### config.mk
export PLATFORM = sky130hd
export DESIGN_NAME = u8sd_decode
export DESIGN_NICKNAME = d
export VERILOG_FILES = /design/src/rtl/core/u8sd_pkg.sv /design/src/rtl/core/u8sd_decode.sv
export SDC_FILE = /design/constraint.sdc
export NUM_CORES = 1
export LEC_CHECK = 0
export BUFFER_PORTS_ARGS = -buffer_cell sky130_fd_sc_hd__buf_4
export CAP_MARGIN = 20
export CORE_ASPECT_RATIO = 1.75
export CORE_MARGIN = 2
export CORE_UTILIZATION = 40
export DETAILED_ROUTE_END_ITERATION = 8
export PLACE_DENSITY = 0.93
export SLEW_MARGIN = 10
export SYNTH_ARGS = -nofsm -noshare
export SYNTH_HDL_FRONTEND = slang
export SYNTH_SLANG_ARGS = --single-unit
### constraint.sdc
create_clock -name vclk -period 6.6
set_input_delay 0.66 -clock vclk [all_inputs]
set_output_delay 0.66 -clock vclk [all_outputs]
set_load 0.01 [all_outputs]
### src/rtl/core/u8sd_pkg.sv
`timescale 1ns / 1ps
// ----------------------------------------------------------------------------
// u8sd_pkg: shared types and constants of the UTF-8 stream decoder
// Item layouts of both channels, decoder state and the per-byte result set.
// ----------------------------------------------------------------------------
package u8sd_pkg;

  localparam int BYTE_W = 8;
  localparam int CP_W   = 21;
  localparam int CNT_W  = 2;

  // Code point given for any malformed input
  localparam logic [CP_W-1:0] REPLACEMENT = 21'h00FFFD;

  // Continuation counts of the four lead byte forms
  localparam logic [CNT_W-1:0] NEED_NONE  = 2'd0;
  localparam logic [CNT_W-1:0] NEED_TWO   = 2'd1;
  localparam logic [CNT_W-1:0] NEED_THREE = 2'd2;
  localparam logic [CNT_W-1:0] NEED_FOUR  = 2'd3;

  // Payload of one input transaction
  typedef struct packed {
    logic [BYTE_W-1:0] data_byte;
    logic              end_of_stream;
  } in_item_t;

  // Payload of one output transaction
  typedef struct packed {
    logic [CP_W-1:0] code_point;
    logic            run_last;
  } out_item_t;

  // Open sequence state
  typedef struct packed {
    logic [CNT_W-1:0] needed;
    logic [CNT_W-1:0] seen;
    logic [CP_W-1:0]  partial;
  } dec_state_t;

  // Results caused by one byte: count, then two leading values; any further
  // result is a replacement
  typedef struct packed {
    logic [CNT_W-1:0] count;
    logic [CP_W-1:0]  cp0;
    logic [CP_W-1:0]  cp1;
  } dec_result_t;

endpackage

### src/rtl/core/u8sd_decode.sv
`timescale 1ns / 1ps
// ----------------------------------------------------------------------------
// u8sd_decode: single-byte decode step
// From the open sequence state and one byte, work out the next state and
// the up to three code points this byte produces.
// ----------------------------------------------------------------------------
module u8sd_decode (
  input  u8sd_pkg::dec_state_t           state,
  input  logic [u8sd_pkg::BYTE_W-1:0]    data_byte,
  input  logic                           end_of_stream,
  output u8sd_pkg::dec_state_t           state_next,
  output u8sd_pkg::dec_result_t          result
);

  typedef struct packed {
    logic                          emit;
    logic [u8sd_pkg::CP_W-1:0]     value;
    logic                          opens;
    logic [u8sd_pkg::CNT_W-1:0]    needed;
    logic [u8sd_pkg::CP_W-1:0]     partial;
  } start_t;

  localparam u8sd_pkg::dec_state_t CLOSED = '0;

  // Decode a byte as if no sequence were open
  function automatic start_t start_byte(input logic [u8sd_pkg::BYTE_W-1:0] b);
    start_t s;
    s = '0;
    if (b[7] == 1'b0) begin
      s.emit  = 1'b1;
      s.value = {{(u8sd_pkg::CP_W-u8sd_pkg::BYTE_W){1'b0}}, b};
    end else if (b[7:5] == 3'b110) begin
      s.opens   = 1'b1;
      s.needed  = u8sd_pkg::NEED_TWO;
      s.partial = {{(u8sd_pkg::CP_W-5){1'b0}}, b[4:0]};
    end else if (b[7:4] == 4'b1110) begin
      s.opens   = 1'b1;
      s.needed  = u8sd_pkg::NEED_THREE;
      s.partial = {{(u8sd_pkg::CP_W-4){1'b0}}, b[3:0]};
    end else if (b[7:3] == 5'b11110) begin
      s.opens   = 1'b1;
      s.needed  = u8sd_pkg::NEED_FOUR;
      s.partial = {{(u8sd_pkg::CP_W-3){1'b0}}, b[2:0]};
    end else begin
      s.emit  = 1'b1;
      s.value = u8sd_pkg::REPLACEMENT;
    end
    return s;
  endfunction

  start_t                       st;
  logic                         is_cont;
  logic [u8sd_pkg::CP_W-1:0]    shifted;
  logic [u8sd_pkg::CNT_W-1:0]   seen_inc;
  u8sd_pkg::dec_state_t         mid;
  logic [u8sd_pkg::CNT_W-1:0]   base;
  logic [u8sd_pkg::CNT_W:0]     total;
  logic [u8sd_pkg::CP_W-1:0]    v0;
  logic [u8sd_pkg::CP_W-1:0]    v1;

  assign st       = start_byte(data_byte);
  assign is_cont  = (data_byte[7:6] == 2'b10);
  assign shifted  = {state.partial[u8sd_pkg::CP_W-7:0], data_byte[5:0]};
  assign seen_inc = state.seen + 2'd1;

  // Byte step, then the truncated-tail flush
  always_comb begin
    mid   = state;
    base  = 2'd0;
    v0    = u8sd_pkg::REPLACEMENT;
    v1    = u8sd_pkg::REPLACEMENT;
    total = '0;

    if (state.needed == u8sd_pkg::NEED_NONE) begin
      if (st.emit) begin
        base = 2'd1;
        v0   = st.value;
      end else begin
        mid = '{needed: st.needed, seen: '0, partial: st.partial};
      end
    end else if (is_cont) begin
      if (seen_inc >= state.needed) begin
        base = 2'd1;
        v0   = shifted;
        mid  = CLOSED;
      end else begin
        mid = '{needed: state.needed, seen: seen_inc, partial: shifted};
      end
    end else begin
      // Broken sequence: replace, then decode the byte again as a lead
      base = 2'd1;
      mid  = CLOSED;
      if (st.emit) begin
        base = 2'd2;
        v1   = st.value;
      end else begin
        mid = '{needed: st.needed, seen: '0, partial: st.partial};
      end
    end

    total = {1'b0, base};
    if (end_of_stream && (mid.needed != u8sd_pkg::NEED_NONE)) begin
      total = {1'b0, base} + 3'd1 + {1'b0, mid.seen};
      mid   = CLOSED;
    end

    state_next   = mid;
    result.count = (total > 3'd3) ? 2'd3 : total[u8sd_pkg::CNT_W-1:0];
    result.cp0   = v0;
    result.cp1   = v1;
  end

endmodule

[Word level (Yosys, flattened, before mapping)]
Cells that the tools add are included.
Storage, ports and cells
  register bits after elaboration: 0
  input port bits: 34
  output and inout bits: 69
  logic and storage cells: 39
Cells by class
  add/sub/neg operators: 3
  order comparisons: 2
  eq/ne operators: 4
  muxes and demuxes: 27
  reductions and logical operators: 3
Operators by type and width (count)
  25-bit 2-to-1 mux: 6
  21-bit 2-to-1 mux: 6
  23-bit 2-to-1 mux: 4
  22-bit 2-to-1 mux: 4
  2-bit 2-to-1 mux: 4
  5-bit equality test, second input constant: 1
  4-bit equality test, second input constant: 1
  2-bit by 1-bit adder with 3-bit output, second input constant: 1
  3-bit by 2-bit adder with 3-bit output: 1
  3-bit equality test, second input constant: 1
  3-bit by 2-bit > comparator with 1-bit output, second input constant: 1
  3-bit 2-to-1 mux: 1
  2-bit by 1-bit adder with 2-bit output, second input constant: 1
  2-bit equality test, second input constant: 1
  2-bit greater-or-equal comparator: 1
  2-bit logical NOT: 1
  1-bit 2-to-1 mux: 2
  2-bit nonzero test: 1
  1-bit logical AND: 1

[Depth between registers and ports, before layout]
  depth in word-level cells: 13
  gate-level depth with buffers: 10
  depth with buffers taken out: 9

[Worst setup path after synthesis]
OpenSTA, ideal clock, no wires.
  path kind: in2out
  start point: in state[21] in the netlist's numbering
  end point: out result[43] in the netlist's numbering
  arrival time: 2.672 ns
  required time: 5.940 ns
  path slack: 3.268 ns
  cell stages on the path: 10
  path buffers: 1
  path through: ha_1 > nand2b_1 > a2111oi_2 > buf_2 > mux2i_1 > ha_1 > inv_1 > fa_1 > nor2_1 > a21boi_1
RTL lines
  from (decl): line u8sd_decode.sv:8  | input u8sd_pkg::dec_state_t state,
  to (decl): line u8sd_decode.sv:12  | output u8sd_pkg::dec_result_t result

==> results.py <==
metrics = {
    "placed_design": {
        "io_buffers": 98,
        "dpl.hpwl_mm": 3.21,
        "gp_congestion": 0.817,
        "dp_worst_setup_slack_ps": 2370,
    },
    "routing": {
        "drt_iter0_drc": 61,
        "drc_errors": 0,
        "avgRoutedWirePerCell_um": 14.7,
        "drt_pass1_iterations": 4,
        "viasPerCell": 5.46,
        "ant_nets": 0,
        "wl_mm": 3.98,
        "vias": 1479,
    },
    "floorplanning": {
        "row_count": 25,
        "core_um2": 2660,
        "initial_core_util_pct": 40.9,
        "fp.dieH_um": 73.0,
        "chipWidth_um": 43.4,
        "dieArea_um2": 3170,
        "io_pins": 103,
    },
    "worst_setup_path": {
        "critPathMaxStageDelay_ps": 960,
        "worstPathRequired_ps": 5940,
        "start_kind": "input pin",
        "cp.arrival_ps": 3590,
        "crit_path_end_kind": "output pin",
        "crit_family": "compound AO/OA/AOI/OAI gates",
        "path_max_fanout": 20,
        "cp_cell_sequence": "buf_4 -> ha_1 -> nand2b_1 -> a2111oi_4 -> mux2i_1 -> ha_1 -> inv_1 -> fa_1 -> nor2_1 -> a21boi_1 -> buf_4",
        "crit_buf_inv": 3,
        "path_class": "in2out",
        "endpoint": "result[43]",
        "worst-path-stages": 11,
        "timing.critical_path.from": "state[21]",
        "crit_slowest_cell": "a2111oi_4",
    },
    "finish": {
        "drive_gt1_share_pct": 43.4,
        "num-clock-buffers": 0,
        "multi_input_area_um2": 915,
        "area_delta_synth_final_pct": 57.0,
        "final-seq-area_um2": 0,
        "fill_cells": 218,
        "nFlopsAndLatches": 0,
        "antenna_cells": 0,
        "nets": 284,
    },
    "pwr": {
        "switching_power_mw": 0.0727,
        "comb_power_share_pct": 100.0,
        "p_int_mw": 0.0676,
        "switching_share_pct": 51.8,
        "report.power.total_mw": 0.140,
        "seq_power_share_pct": 0,
        "leakage_nw": 0.837,
        "p_per_area_nw_per_um2": 82.2,
        "ir_worst_vdd_mv": 0.0517,
        "p_clk_share_pct": 0,
    },
    "global_routing": {
        "use_met3_pct": 1.73,
        "first_global_vias": 1349,
        "grt_max_degree": 24,
        "use_met2_pct": 48.1,
        "grt_busiest_layer": "met2",
        "grt_usage_pct": 23.9,
        "overflow": 0,
        "antenna_found_initial": 0,
        "grt_pass1_wl_mm": 6.15,
        "use_met1_pct": 25.8,
    },
    "synthesis": {
        "avgSynthCellArea_um2": 6.36,
        "yosysSeqAreaShare_pct": 0,
        "yosys-top-cells-count": "nor2_1 (22), a22oi_1 (16), buf_4 (13)",
        "yosysWarnings": 0,
        "synth_area_leaders": "a22oi_1 (11%), buf_4 (9.0%), nor2_1 (7.6%), o21a_1 (6.9%), a21oi_1 (4.6%)",
        "synth_area_um2": 1090,
        "syn_inst": 171,
        "synth_top_area_share_pct": 11.0,
        "ys_types": 42,
        "yosys.area.top_type": "a22oi_1",
        "synth.most_common_cell": "nor2_1",
    },
    "timing": {
        "setup_violations": 0,
        "relSlewSlack_pct": 33.2,
        "hold_viol": 0,
        "fin_crit_ps": 4250,
        "max_freq_mhz": 235,
        "fin_crit_sh_pct": 64.4,
        "rsz0062_at_grt": "no",
        "worstMarginPinSlew_ps": 1000,
        "finalMaxSlewViolations": 0,
        "tns_ps": 0,
        "holdWs_ps": 1610,
        "fin_ws_ps": 2350,
    },
    "cts": {
        "ctsResizeCount": 0,
        "cts_setup_buffers": 0,
        "ctsHoldBuffers": 0,
    },
    "status": {
        "status": "complete, no violations",
    },
    "worst_hold_path": {
        "hp-class": "in2out",
    },
    "run": {
        "drv_cap": 0,
    },
}
-- worst min path at each step --
stage,from,endpoint,slack [ps],cells past startpoint
3_3_place_gp,data_byte[2],result[23],1610,3
5_1_grt,data_byte[0],result[21],1620,3
4_1_cts,data_byte[2],result[23],1610,3
6_report,data_byte[2],result[23],1610,3
3_5_place_dp,data_byte[2],result[23],1610,3
2_1_floorplan,end_of_stream,state_next[22],1420,1
-- power groups by stage --
stage          logic (mW)  registers, mW  clock network [mW]
2_1_floorplan      0.0785              0                   0
3_3_place_gp        0.138              0                   0
3_5_place_dp        0.140              0                   0
4_1_cts             0.140              0                   0
5_1_grt             0.153              0                   0
6_report            0.140              0                   0
-- through the flow --
step                      std cells  utilization (%)  instance area [µm²]
after floorplan                 175                -                 1100
after global placement          271             64.2                 1710
after detailed placement        271             64.2                 1710
after CTS                       271             64.2                 1710
after global routing            271             64.2                 1710
final                           271             64.2                 1710
-- per-layer routing --
metal	up-vias	share of wire [%]
met5	-	0
met1	649	34
li1	743	-
met3	10	7.2
met4	0	2.2
met2	77	56
-- layout make-up --
type                       instances  area share (%)
inverter                           6            1.32
multi-input combinational        140            53.6
tap                               27            1.98
timing repair buffer              98            43.1
-- cell usage in the layout, fill, tap and decap left out, drive strengths merged, types with 2 or more instances in the layout --
cell type	n
buf	98
nor2	23
a22oi	16
a21oi	11
nand2	10
o21a	10
and2	7
or3	6
inv	6
a21o	5
o211ai	5
conb	5
nand3	4
mux2i	4
o21ai	4
nand2b	3
nor2b	3
ha	3
a21boi	2
nand3b	2
a31oi	2
or2	2
a2111oi	2
-- logic make-up (layout without fill, tap and decap cells) --
| group | Yosys count | after routing | share of synthesized area [%] |
|---|---|---|---|
| adders and majority gates | 4 | 4 | 5.29 |
| AOI/OAI and AO/OA | 63 | 63 | 42.5 |
| xor gates and xnor gates | 1 | 1 | 0.806 |
| muxes | 4 | 4 | 3.68 |
| other | 1 | 5 | 0.345 |
| buffers and inverters | 35 | 104 | 18.4 |
| and+or+nand+nor | 63 | 63 | 29.0 |
Note: power is estimated with default switching activity, not from simulation.
